### config.mk
export PLATFORM = sky130hd
export DESIGN_NAME = dpec_nstep
export DESIGN_NICKNAME = d
export VERILOG_FILES = /design/src/rtl/disc_pair_elastic_collision_assert.svh /design/src/rtl/dpec_pkg.sv /design/src/rtl/dpec_nstep.sv
export SDC_FILE = /design/constraint.sdc
export NUM_CORES = 1
export LEC_CHECK = 0
export BUFFER_PORTS_ARGS = -buffer_cell sky130_fd_sc_hd__buf_4
export CAP_MARGIN = 20
export CORE_AREA = 5 5 177 179
export DETAILED_ROUTE_END_ITERATION = 12
export DIE_AREA = 0 0 182 184
export PLACE_DENSITY = 0.63
export SETUP_SLACK_MARGIN = 0.5
export SYNTH_ARGS = -nofsm -noshare
export SYNTH_HDL_FRONTEND = slang
export SYNTH_SLANG_ARGS = --single-unit
### constraint.sdc
create_clock -name vclk -period 10.6
set_input_delay 1.06 -clock vclk [all_inputs]
set_output_delay 1.06 -clock vclk [all_outputs]
set_load 0.02 [all_outputs]
### src/rtl/disc_pair_elastic_collision_assert.svh
// assertion macros for the disc pair collision block
`ifndef DISC_PAIR_ELASTIC_COLLISION_ASSERT_SVH
`define DISC_PAIR_ELASTIC_COLLISION_ASSERT_SVH

`ifndef SYNTHESIS
`define DPEC_ASSERT(lbl, prop, msg) \
  lbl: assert property (@(posedge clk) disable iff (!rst_n) prop) else $error(msg);
`define DPEC_ASSERT_NORST(lbl, prop, msg) \
  lbl: assert property (@(posedge clk) prop) else $error(msg);
`else
`define DPEC_ASSERT(lbl, prop, msg)
`define DPEC_ASSERT_NORST(lbl, prop, msg)
`endif

`endif

### src/rtl/dpec_pkg.sv
package dpec_pkg;

  localparam int SW = 68;
  localparam int QW = 15;
  localparam int NSRCH = 15;

  typedef struct packed {
    logic signed [19:0] x1;
    logic signed [19:0] y1;
    logic signed [15:0] vx1;
    logic signed [15:0] vy1;
    logic signed [19:0] x2;
    logic signed [19:0] y2;
    logic signed [15:0] vx2;
    logic signed [15:0] vy2;
  } pass_t;

  typedef struct packed {
    logic [QW-1:0]        q;
    logic signed [SW-1:0] s;
    logic signed [SW-1:0] u;
    logic [63:0]          lim;
  } srch_t;

  typedef struct packed {
    pass_t       p;
    logic        hit;
    logic        same;
    logic        sx;
    logic        sy;
    logic [33:0] d;
  } mid_t;

  function automatic logic signed [15:0] sat16(input logic signed [23:0] v);
    logic signed [15:0] r;
    if (v > 24'sd32767) r = 16'sh7fff;
    else if (v < -24'sd32768) r = 16'sh8000;
    else r = v[15:0];
    return r;
  endfunction

  function automatic logic signed [19:0] sat20(input logic signed [23:0] v);
    logic signed [19:0] r;
    if (v > 24'sd524287) r = 20'sh7ffff;
    else if (v < -24'sd524288) r = 20'sh80000;
    else r = v[19:0];
    return r;
  endfunction

endpackage

### src/rtl/dpec_nstep.sv
module dpec_nstep #(
  parameter int BIT = 14
) (
  input  dpec_pkg::srch_t si,
  input  logic [33:0]     d,
  output dpec_pkg::srch_t so
);

  logic signed [dpec_pkg::SW-1:0] dext;
  logic signed [dpec_pkg::SW-1:0] cand_s;
  logic                           take;

  // (2q-1)^2*d tracked incrementally, (2q-1)*d alongside
  assign dext   = $signed({{(dpec_pkg::SW-34){1'b0}}, d});
  assign cand_s = si.s + (si.u <<< (BIT + 2)) + (dext <<< (2 * BIT + 2));
  assign take   = !si.q[dpec_pkg::QW-1] &&
                  (cand_s <= $signed({{(dpec_pkg::SW-64){1'b0}}, si.lim}));

  always_comb begin
    so = si;
    if (take) begin
      so.q = si.q | (dpec_pkg::QW'(1) << BIT);
      so.s = cand_s;
      so.u = si.u + (dext <<< (BIT + 1));
    end
  end

endmodule

==> summary.md, run 1 <==
| Metric | Value |
|---|---|
| Post-CTS sizing | 0 |
| Vias per cell | 5.295 |
| Synthesis-to-layout area growth | 28.61% |
| Initial DRC count | 446 |
| Ranking of synthesized cells by area | ha_1 (21%), buf_4 (8.3%), fa_1 (7.3%) |
| Fmax | 0.1177 GHz |
| Grt peak-use layer | met2 |
| Max-cap viol count | 0 |
| Post-synthesis compound-gate area fraction | 23.41% |
| Crit path capture type | output pin |
| Yosys cell types | 69 |
| FF+latch count | 0 |
| Grt met2 use | 42.28% |
| Total number of vias | 10288 |
| Fillers | 3020 |
| Worst slew pin tran | 0.9291 ns |
| Rows | 63 |
| Count of final max-slew check failures | 0 |
| DRC Markers | 0 |
| Post-Synth Adder-Cell Area | 28.33% |
| Post-CTS setup buffers | 0 |
| Crit path required time | 9.54 ns |
| Hold Crit Class | primary input to output pin |
| Worst slew margin | 37.83% |
| Cell accounting for the most synthesized area | ha_1 |
| Max FO, Critical Path | 52 |
| Port-buffer cells | 436 |
| CP arrival | 7.43 ns |
| # IOs | 464 |
| FF/Latch Area | 0 µm² |
| Die X | 182 µm |
| Final nets | 2005 |
| Largest family of logic cells by synthesized area | adder cells |
| Antenna cells | 0 |
| Number of clock buffers in the layout | 0 |
| Die H | 184 µm |
| Grt met1 use | 26.48% |
| Kind of critical path | primary input to output pin |
| Synth Area in XOR/XNOR | 8.553% |
| Crit path cell chain | buf_4, fa_1, ha_1, a2111oi_2, o221ai_1, a211oi_1, o31ai_1, a31o_2, a211o_1, a31oi_1, xnor2_1, ha_1, nand4_1, nor3_1, nand4_1, o22ai_1, o21bai_1, o31ai_1, a211oi_2, o211a_4, nor2_4, buf_4, mux2_4, buf_4 |
| Post-synthesis mux area share | 11.44% |
| Pleak | 6.450 nW |
| Syn Area/Cell | 7.883 µm² |
| Ys Warns | 0 |
| Startpoint Class | primary input |
| GRT Total Usage | 22.09% |
| Final hold vios | 0 |
| Final min period | 8.494 ns |
| Crit share post-route | 80.13% |
| Power Density | 120.2 mW/mm² |
| Largest net degree at the start of global routing | 53 |
| First-pass GRT wire length | 59.53 mm |
| Setup TNS | 0 ns |
| RSZ-0062 raised after global routing | no |
| Final Util | 43.00% |
| Status | finished, final reports clean |
| Initial Util | 33.44% |
| Length of the first detailed-routing pass in iterations | 5 |
| Slowest cell on crit path | fa_1 |
| Worst hold margin | 2.120 ns |
| Post-Syn Area | 0.009831 mm² |
| Register area share after synthesis | 0% |
| Most used cell, CP | buf_4 |
| DIE AREA | 0.03349 mm² |
| Met3 Use GR | 2.770% |
| Initial antenna violation count | 0 |
| Syn Nets | 1697 |
| Antenna Nets Post-Route | 0 |
| Gate Count Post-Synth | 1247 |
| GP Congestion | 0.9248 |
| Grt ovf | 0 |
| Crit path largest cell delay | 0.47 ns |
| HPWL Detailed | 36.03 mm |
| Post-synth top area share | 21.00% |
| Post-synthesis simple-gate area fraction | 14.50% |
| Layout cells sized above 1 | 34.90% |
| Setup violation total in the final timing report | 0 |
| Routed WL | 39.80 mm |
| Core area | 0.02940 mm² |
| CTS Hold Bufs | 0 |
| Average routed wire per standard cell | 20.49 µm |
| Vias in the first global route | 10556 |
| Maximum vdd drop | 0.00006839 V |
routing by layer:
layer | wire length (µm) | part of all wire [%]
met1 | 15840 | 40
met4 | 969 | 2.4
met3 | 2615 | 6.6
met5 | 0 | 0
met2 | 20380 | 51
final timing paths:
path | start | endpoint | slack [ns] | cells past startpoint
setup / recovery | si[81] | so[178] | 2.11 | 24
hold / removal | si[200] | so[200] | 2.12 | 0
synthesized netlist by cell type, types with 10 or more instances:
cell       number
and3_1         18
a21o_1         43
nor3_1         20
nand3_1        29
buf_2          11
inv_1         104
o21a_1         15
fa_1           36
o21ai_0        58
a31oi_1        12
and2_1         13
mux2_4         48
buf_4         109
o2111ai_1      10
mux2_2         35
o21bai_1       19
a21oi_1       103
xnor2_1        72
o211ai_1       13
nand2_1        70
xor2_1         24
nand4_1        27
nor2_1         62
ha_1          165
metrics by stage:
stage	instance area (µm²)	power (mW)	setup WS (ns)	cells
final	12640	1.520	2.106	1943
after global routing	12640	1.660	1.543	1943
after CTS	12640	1.529	2.002	1943
after detailed placement	12640	1.518	2.046	1943
after global placement	12640	1.515	1.865	1943
after floorplan	9831	1.038	3.531	1247
logic make-up (layout without fill, tap and decap cells):
logic type                 Yosys count  after routing
AOI/OAI and AO/OA                  345            345
and+or+nand+nor                    285            285
buffers and inverters              236            542
adders and majority gates          201            201
xor gates and xnor gates            96             96
muxes                               84             84
final cells by class:
class                           instances  area (µm²)  area share (%)
Inverter                              104       390.4           3.088
Tap cell                              390       488.0           3.859
Timing Repair Buffer                  438        3288           26.01
Multi-Input combinational cell       1011        8477           67.05
cell usage in the layout (no fill, tap or decap), types with 4 or more instances in the layout:
| master | netlist | routed |
|---|---|---|
| o2111ai_1 | 10 | 10 |
| ha_1 | 165 | 165 |
| a31oi_1 | 12 | 12 |
| nor2b_1 | 7 | 7 |
| nand2b_1 | 7 | 7 |
| buf_4 | 109 | 438 |
| a21o_1 | 43 | 43 |
| a211o_1 | 5 | 5 |
| and2_1 | 13 | 13 |
| nand2_1 | 70 | 70 |
| a211oi_1 | 9 | 9 |
| xor2_1 | 24 | 24 |
| a31o_2 | 4 | 4 |
| and4_1 | 9 | 9 |
| o211ai_1 | 13 | 13 |
| nor3_1 | 20 | 20 |
| nand3_1 | 29 | 29 |
| mux2_2 | 35 | 35 |
| o21a_1 | 15 | 15 |
| o31ai_1 | 6 | 6 |
| nand4_1 | 27 | 27 |
| a21oi_1 | 103 | 103 |
| o21bai_1 | 19 | 19 |
| o21ai_0 | 58 | 58 |
| xnor2_1 | 72 | 72 |
| or2_2 | 4 | 4 |
| or3_1 | 4 | 4 |
| and3_1 | 18 | 18 |
| nor2_1 | 62 | 62 |
| fa_1 | 36 | 36 |
| nor4_1 | 9 | 9 |
| a221o_1 | 6 | 6 |
| mux2_4 | 48 | 48 |
| inv_1 | 104 | 104 |
critical path: cells and delay by family:
family	cells	cell delay (ns)
AO/OA/AOI/OAI	12	3.06
AND/OR/NAND/NOR	4	0.76
adder cells (fa/ha/maj)	3	1.24
buffers and inverters	3	0.66
XOR/XNOR	1	0.17
multiplexers	1	0.41
where the power goes:
part           switching [mW]  internal (mW)  total [mW]
registers                   0              0           0
logic                   0.845          0.674        1.52
clock network               0              0           0
total                   0.845          0.674        1.52
(Power assumes the default switching activity.)
==> run 2, diff against run 1 <==
--- a/config.mk
+++ b/config.mk
@@ -5,12 +5,13 @@
 export SDC_FILE = /design/constraint.sdc
 export NUM_CORES = 1
 export LEC_CHECK = 0
+export ABC_AREA = 1
 export BUFFER_PORTS_ARGS = -buffer_cell sky130_fd_sc_hd__buf_4
 export CAP_MARGIN = 20
-export CORE_AREA = 5 5 177 179
+export CORE_AREA = 5 5 176 178
 export DETAILED_ROUTE_END_ITERATION = 12
-export DIE_AREA = 0 0 182 184
-export PLACE_DENSITY = 0.63
+export DIE_AREA = 0 0 181 183
+export PLACE_DENSITY = 0.71
 export SETUP_SLACK_MARGIN = 0.5
 export SYNTH_ARGS = -nofsm -noshare
 export SYNTH_HDL_FRONTEND = slang
==> constraint.sdc (replaced) <==
create_clock -name vclk -period 7.1
set_input_delay 0.71 -clock vclk [all_inputs]
set_output_delay 0.71 -clock vclk [all_outputs]
set_load 0.02 [all_outputs]
==> summary.md, run 2 <==
| Metric | Value |
|---|---|
| Status | finished, final reports clean (unchanged) |
| Slowest cell on crit path | fa_1 (unchanged) |
| HPWL Detailed | 45.91 mm (was 36.03 mm) |
| Antenna Nets Post-Route | 0 (unchanged) |
| First-pass GRT wire length | 77.31 mm (was 59.53 mm) |
| Ranking of synthesized cells by area | ha_1 (18%), nand2_1 (16%), inv_1 (7.8%) (was ha_1 (21%), buf_4 (8.3%), fa_1 (7.3%)) |
| Max FO, Critical Path | 28 (was 52) |
| Final min period | 6.346 ns |
| Port-buffer cells | 436 (unchanged) |
| Setup violation total in the final timing report | 0 (unchanged) |
| Final nets | 2696 (was 2005) |
| Rows | 63 (unchanged) |
| CTS Hold Bufs | 0 (unchanged) |
| Pleak | 7.743 nW (was 6.450 nW) |
| Syn Nets | 2389 (was 1697) |
| FF+latch count | 0 (unchanged) |
| WP buf/inv | 6 (was 3) |
| Worst slew margin | 41.71% (was 37.83%) |
| Worst hold margin | 1.420 ns (was 2.120 ns) |
| Average routed wire per standard cell | 20.11 µm (was 20.49 µm) |
| Commonest cells post-synth | nand2_1 (480), inv_1 (235), nor2_1 (189), nand3_1 (169), ha_1 (165) (was ha_1 (165), buf_4 (109), inv_1 (104), a21oi_1 (103), xnor2_1 (72)) |
| Setup WS pre-CTS | 0.5221 ns (was 2.046 ns) |
| Register area share after synthesis | 0% (unchanged) |
| Initial antenna violation count | 0 (unchanged) |
| PnR worst setup slack | 0.7543 ns (was 2.106 ns) |
| Core area | 0.02924 mm² (was 0.02940 mm²) |
| Cell accounting for the most synthesized area | ha_1 (unchanged) |
| Max-cap viol count | 0 (unchanged) |
| Initial Util | 38.78% (was 33.44%) |
| Post-Syn Area | 0.01134 mm² (was 0.009831 mm²) |
| Final hold vios | 0 (unchanged) |
| Ys Warns | 0 (unchanged) |
| FF/Latch Area | 0 µm² (unchanged) |
| Kind of critical path | primary input to output pin (unchanged) |
| Commonest non-fill, non-tap cells in the layout | nand2_1 (478), buf_4 (438), inv_1 (235), nor2_1 (187), nand3_1 (168) (was buf_4 (438), ha_1 (165), inv_1 (104), a21oi_1 (103), xnor2_1 (72)) |
| Crit path capture type | output pin (unchanged) |
| Grt ovf | 0 (unchanged) |
| Syn Area/Cell | 5.849 µm² (was 7.883 µm²) |
| CP arrival | 5.64 ns (was 7.43 ns) |
| Vias per cell | 5.252 (was 5.295) |
| Crit path largest cell delay | 0.43 ns (was 0.47 ns) |
| DRC Markers | 0 (unchanged) |
| Synthesis-to-layout area growth | 26.53% (was 28.61%) |
| Number of clock buffers in the layout | 0 (unchanged) |
| Antenna cells | 0 (unchanged) |
| Die X | 181 µm (was 182 µm) |
| Vias in the first global route | 13714 (was 10556) |
| Post-synth top area share | 18.20% (was 21.00%) |
| Setup TNS | 0 ns (unchanged) |
| GP Congestion | 0.9844 (was 0.9248) |
| Hold Crit Class | primary input to output pin (unchanged) |
| Crit path required time | 6.39 ns (was 9.54 ns) |
| Routed WL | 52.97 mm (was 39.80 mm) |
| Fmax | 0.1576 GHz |
| Length of the first detailed-routing pass in iterations | 6 (was 5) |
| Power Density | 171.4 mW/mm² (was 120.2 mW/mm²) |
| GRT Total Usage | 28.98% (was 22.09%) |
| Yosys cell types | 42 (was 69) |
| Die H | 183 µm (was 184 µm) |
| Initial DRC count | 1022 (was 446) |
| Top-count cell post-synth | nand2_1 (was ha_1) |
| Commonest non-fill, non-tap cell in the layout | nand2_1 (was buf_4) |
| Total number of vias | 13834 (was 10288) |
| RSZ-0062 raised after global routing | no (unchanged) |
| Largest net degree at the start of global routing | 78 (was 53) |
| Maximum vdd drop | 0.00009754 V (was 0.00006839 V) |
| DIE AREA | 0.03312 mm² (was 0.03349 mm²) |
| Worst slew pin tran | 0.8634 ns (was 0.9291 ns) |
| # IOs | 464 (unchanged) |
| Layout cells sized above 1 | 23.48% (was 34.90%) |
| Startpoint Class | primary input (unchanged) |
| Most used cell, CP | nand2_1 (was buf_4) |
| Count of final max-slew check failures | 0 (unchanged) |
| Crit share post-route | 89.38% |
| Top Family by Delay on Critical Path | simple AND/OR/NAND/NOR gates (was compound AO/OA/AOI/OAI gates) |
| Gate Count Post-Synth | 1939 (was 1247) |
-- run 2: cell count changes in the layout (fill, tap and decap cells not counted), sizes merged, moves of 33 or more --
cell   delta
a21oi    +49
inv     +141
mux2     -83
nand2   +454
nand3   +140
nor2    +133
o21ai    +33
xnor2    -44
xor2     +44
-- run 2: layout make-up --
type	count	area, µm²
fill	3140	14890
inverter	246	924.6
multi-input combinational	1550	9415
tap	390	488.0
timing repair buffer	448	3522
-- run 2: kinds of logic after synthesis --
| group | after synthesis | synth area share, % |
|---|---|---|
| AND/OR/NAND/NOR | 946 | 35.51 |
| adder cells (fa/ha/maj) | 201 | 24.56 |
| AO/OA/AOI/OAI | 307 | 14.99 |
| XOR/XNOR | 96 | 7.414 |
| buffers and inverters | 389 | 17.52 |
-- run 2: timing repair --
| action | in CTS | in global routing |
|---|---|---|
| setup endpoints to repair | 0 | 105 |
| gates resized for setup | 0 | 20 |
| setup buffers | 0 | 0 |
-- run 2: worst paths after layout --
| kind | startpoint | endpoint | slack [ns] | depth (start not counted) |
|---|---|---|---|---|
| setup / recovery | si[65] | so[173] | 0.75 | 36 |
| hold / removal | si[203] | so[203] | 1.42 | 0 |
-- run 2: where the power goes --
part | internal [mW] | switching [mW] | total, mW
clock network | 0 | 0 | 0
logic | 0.899 | 1.56 | 2.46
registers | 0 | 0 | 0
total | 0.899 | 1.56 | 2.46
-- run 2: metal layers --
| layer | track usage (%) | up-vias | share of wire (%) |
|---|---|---|---|
| li1 | - | 6842 | - |
| met1 | 39.84 | 6377 | 45 |
| met2 | 49.03 | 554 | 46 |
| met3 | 3.868 | 61 | 7.1 |
| met4 | 5.764 | 0 | 2.2 |
| met5 | 0 | - | 0 |
-- run 2: per-stage QoR --
stage          power (mW)  instance area [µm²]  util, %  std cells
4_1_cts             2.330                14110    48.25       2628
6_report            2.459                14350    49.07       2634
3_5_place_dp        2.315                14110    48.25       2628
3_3_place_gp        2.305                14110    48.25       2628
2_1_floorplan       1.497                11340        -       1939
5_1_grt             2.681                14350    49.07       2634
==> run 3, diff against run 2 <==
--- a/config.mk
+++ b/config.mk
@@ -8,10 +8,10 @@
 export ABC_AREA = 1
 export BUFFER_PORTS_ARGS = -buffer_cell sky130_fd_sc_hd__buf_4
 export CAP_MARGIN = 20
-export CORE_AREA = 5 5 176 178
+export CORE_AREA = 5 5 178 180
 export DETAILED_ROUTE_END_ITERATION = 12
-export DIE_AREA = 0 0 181 183
-export PLACE_DENSITY = 0.71
+export DIE_AREA = 0 0 183 185
+export PLACE_DENSITY = 0.68
 export SETUP_SLACK_MARGIN = 0.5
 export SYNTH_ARGS = -nofsm -noshare
 export SYNTH_HDL_FRONTEND = slang
==> constraint.sdc (replaced) <==
create_clock -name vclk -period 6.9
set_input_delay 0.69 -clock vclk [all_inputs]
set_output_delay 0.69 -clock vclk [all_outputs]
set_load 0.02 [all_outputs]
==> summary.md, run 3 (synthesis results as in run 2) <==
| Metric | Value |
|---|---|
| HPWL Detailed | 46.36 mm (was 45.91 mm) |
| CTS Hold Bufs | 0 (unchanged) |
| Clock share of power | 0% (about the same) |
| Crit path largest cell delay | 0.54 ns (was 0.43 ns) |
| FF+latch count | 0 (unchanged) |
| GRT Total Usage | 28.69% (was 28.98%) |
| Crit path capture type | output pin (unchanged) |
| Die H | 185 µm (was 183 µm) |
| First-pass GRT wire length | 77.19 mm (was 77.31 mm) |
| RSZ-0062 raised after global routing | no (unchanged) |
| Switch share | 62.50% (was 63.45%) |
| Final nets | 2715 (was 2696) |
| Most used cell, CP | nand2_1 (unchanged) |
| DIE AREA | 0.03386 mm² (was 0.03312 mm²) |
| Antenna Nets Post-Route | 0 (unchanged) |
| Fillers | 3218 (was 3140) |
| Length of the first detailed-routing pass in iterations | 5 (was 6) |
| Worst slew pin tran | 1.086 ns (was 0.8634 ns) |
| Core area | 0.03003 mm² (was 0.02924 mm²) |
| Layout cells sized above 1 | 24.66% (was 23.48%) |
| Hold-critical path depth | 0 (unchanged) |
| Initial Util | 37.77% (was 38.78%) |
| # IOs | 464 (unchanged) |
| Kind of critical path | primary input to output pin (unchanged) |
| Crit share post-route | 88.39% |
| Startpoint Class | primary input (unchanged) |
| Vias per cell | 5.233 (was 5.252) |
| Setup TNS | 0 ns (unchanged) |
| Fmax | 0.1640 GHz |
| Setup violation total in the final timing report | 0 (unchanged) |
| Grt ovf | 0 (unchanged) |
| Reg power frac | 0% (about the same) |
| Initial antenna violation count | 1 (was 0) |
| Die X | 183 µm (was 181 µm) |
| Count of final max-slew check failures | 0 (unchanged) |
| Vias in the first global route | 13606 (was 13714) |
| Worst slew margin | 26.69% (was 41.71%) |
| FF/Latch Area | 0 µm² (unchanged) |
| Number of clock buffers in the layout | 0 (unchanged) |
| Port-buffer cells | 436 (unchanged) |
| Multi-input gate area | 0.009515 mm² (was 0.009415 mm²) |
| Status | finished, final reports clean (unchanged) |
| Maximum vdd drop | 0.00009559 V (was 0.00009754 V) |
| Crit path required time | 6.21 ns (was 6.39 ns) |
| Worst hold margin | 1.380 ns (was 1.420 ns) |
| DRC Markers | 0 (unchanged) |
| Power Density | 179.9 mW/mm² (was 171.4 mW/mm²) |
| Final hold vios | 0 (unchanged) |
| Hold Crit Class | primary input to output pin (unchanged) |
| Final min period | 6.099 ns |
| Rows | 64 (was 63) |
| WHS Endpoint | so[200] (was so[203]) |
| Design Area, Final | 0.01464 mm² (was 0.01435 mm²) |
| Combinational share of power | 100.0% (about the same) |
| Power Total | 2.633 mW (was 2.459 mW) |
| CP arrival | 5.41 ns (was 5.64 ns) |
| Sw power | 1.646 mW (was 1.561 mW) |
| WP buf/inv | 4 (was 6) |
| Routed WL | 53.82 mm (was 52.97 mm) |
| Total number of vias | 13914 (was 13834) |
| Antenna cells | 0 (unchanged) |
| Origin of the worst min-delay path | si[200] (was si[203]) |
| Post-DP Area | 0.01419 mm² (was 0.01411 mm²) |
| Synthesis-to-layout area growth | 29.05% (was 26.53%) |
| Commonest non-fill, non-tap cell in the layout | nand2_1 (unchanged) |
| GP Congestion | 1.009 (was 0.9844) |
| Max-cap viol count | 0 (unchanged) |
| Max FO, Critical Path | 9 (was 28) |
| Pleak | 7.874 nW (was 7.743 nW) |
| Average routed wire per standard cell | 20.24 µm (was 20.11 µm) |
| Slowest cell on crit path | fa_1 (unchanged) |
| Top Family by Delay on Critical Path | simple AND/OR/NAND/NOR gates (unchanged) |
| Commonest non-fill, non-tap cells in the layout | nand2_1 (477), buf_4 (448), inv_1 (234), nor2_1 (186), nand3_1 (169) (was nand2_1 (478), buf_4 (438), inv_1 (235), nor2_1 (187), nand3_1 (168)) |
| Largest net degree at the start of global routing | 75 (was 78) |
| Initial DRC count | 892 (was 1022) |
| Power Internal | 0.9876 mW (was 0.8987 mW) |
## run 3: cell count changes in the layout (fill, tap and decap cells not counted), sizes merged
| cell | delta |
|---|---|
| nand2 | +2 |
| buf | +16 |
| clkbuf | +1 |
## run 3: final cells by class
cell class / count / share of cell area (%)
tap: 396 / 3.385
inverter: 246 / 6.318
multi-input combinational: 1552 / 65.02
timing repair buffer: 465 / 25.28
## run 3: stage by stage
stage / instances / util [%] / setup WS, ns
final: 2659 / 48.74 / 0.8012
after global placement: 2639 / 47.26 / 0.3453
after CTS: 2639 / 47.33 / 0.5250
after detailed placement: 2639 / 47.26 / 0.3609
after global routing: 2659 / 48.74 / 0.4943
after floorplan: 1939 / - / 1.767
## run 3: worst max path at each step
stage / start / endpoint / slack [ns] / cells after the start
floorplan: si[78] / so[159] / 1.77 / 32
global placement: si[65] / so[173] / 0.35 / 34
detailed placement: si[65] / so[173] / 0.36 / 34
CTS: si[65] / so[182] / 0.52 / 35
global route: si[65] / so[124] / 0.49 / 36
finish: si[83] / so[129] / 0.80 / 25
## run 3: power groups by stage
stage          clock network (mW)  logic (mW)  registers (mW)
6_report                        0        2.63               0
5_1_grt                         0        2.86               0
4_1_cts                         0        2.45               0
3_5_place_dp                    0        2.42               0
3_3_place_gp                    0        2.42               0
2_1_floorplan                   0        1.54               0
## run 3: what timing repair did
action                                  CTS  global route
cloned                                    0            12
buffers inserted                          0             8
gates resized for setup                   4            33
endpoints found under the setup margin  105           105
pin swaps                                 0             7
## run 3: routing by layer
layer,vias up,part of all wire (%),track usage [%],routed length [µm]
met5,-,0.024,0,13
met3,73,7.1,3.417,3801
li1,6891,-,-,-
met4,2,3.1,6.526,1673
met2,528,45,48.11,24390
met1,6420,44,39.57,23940
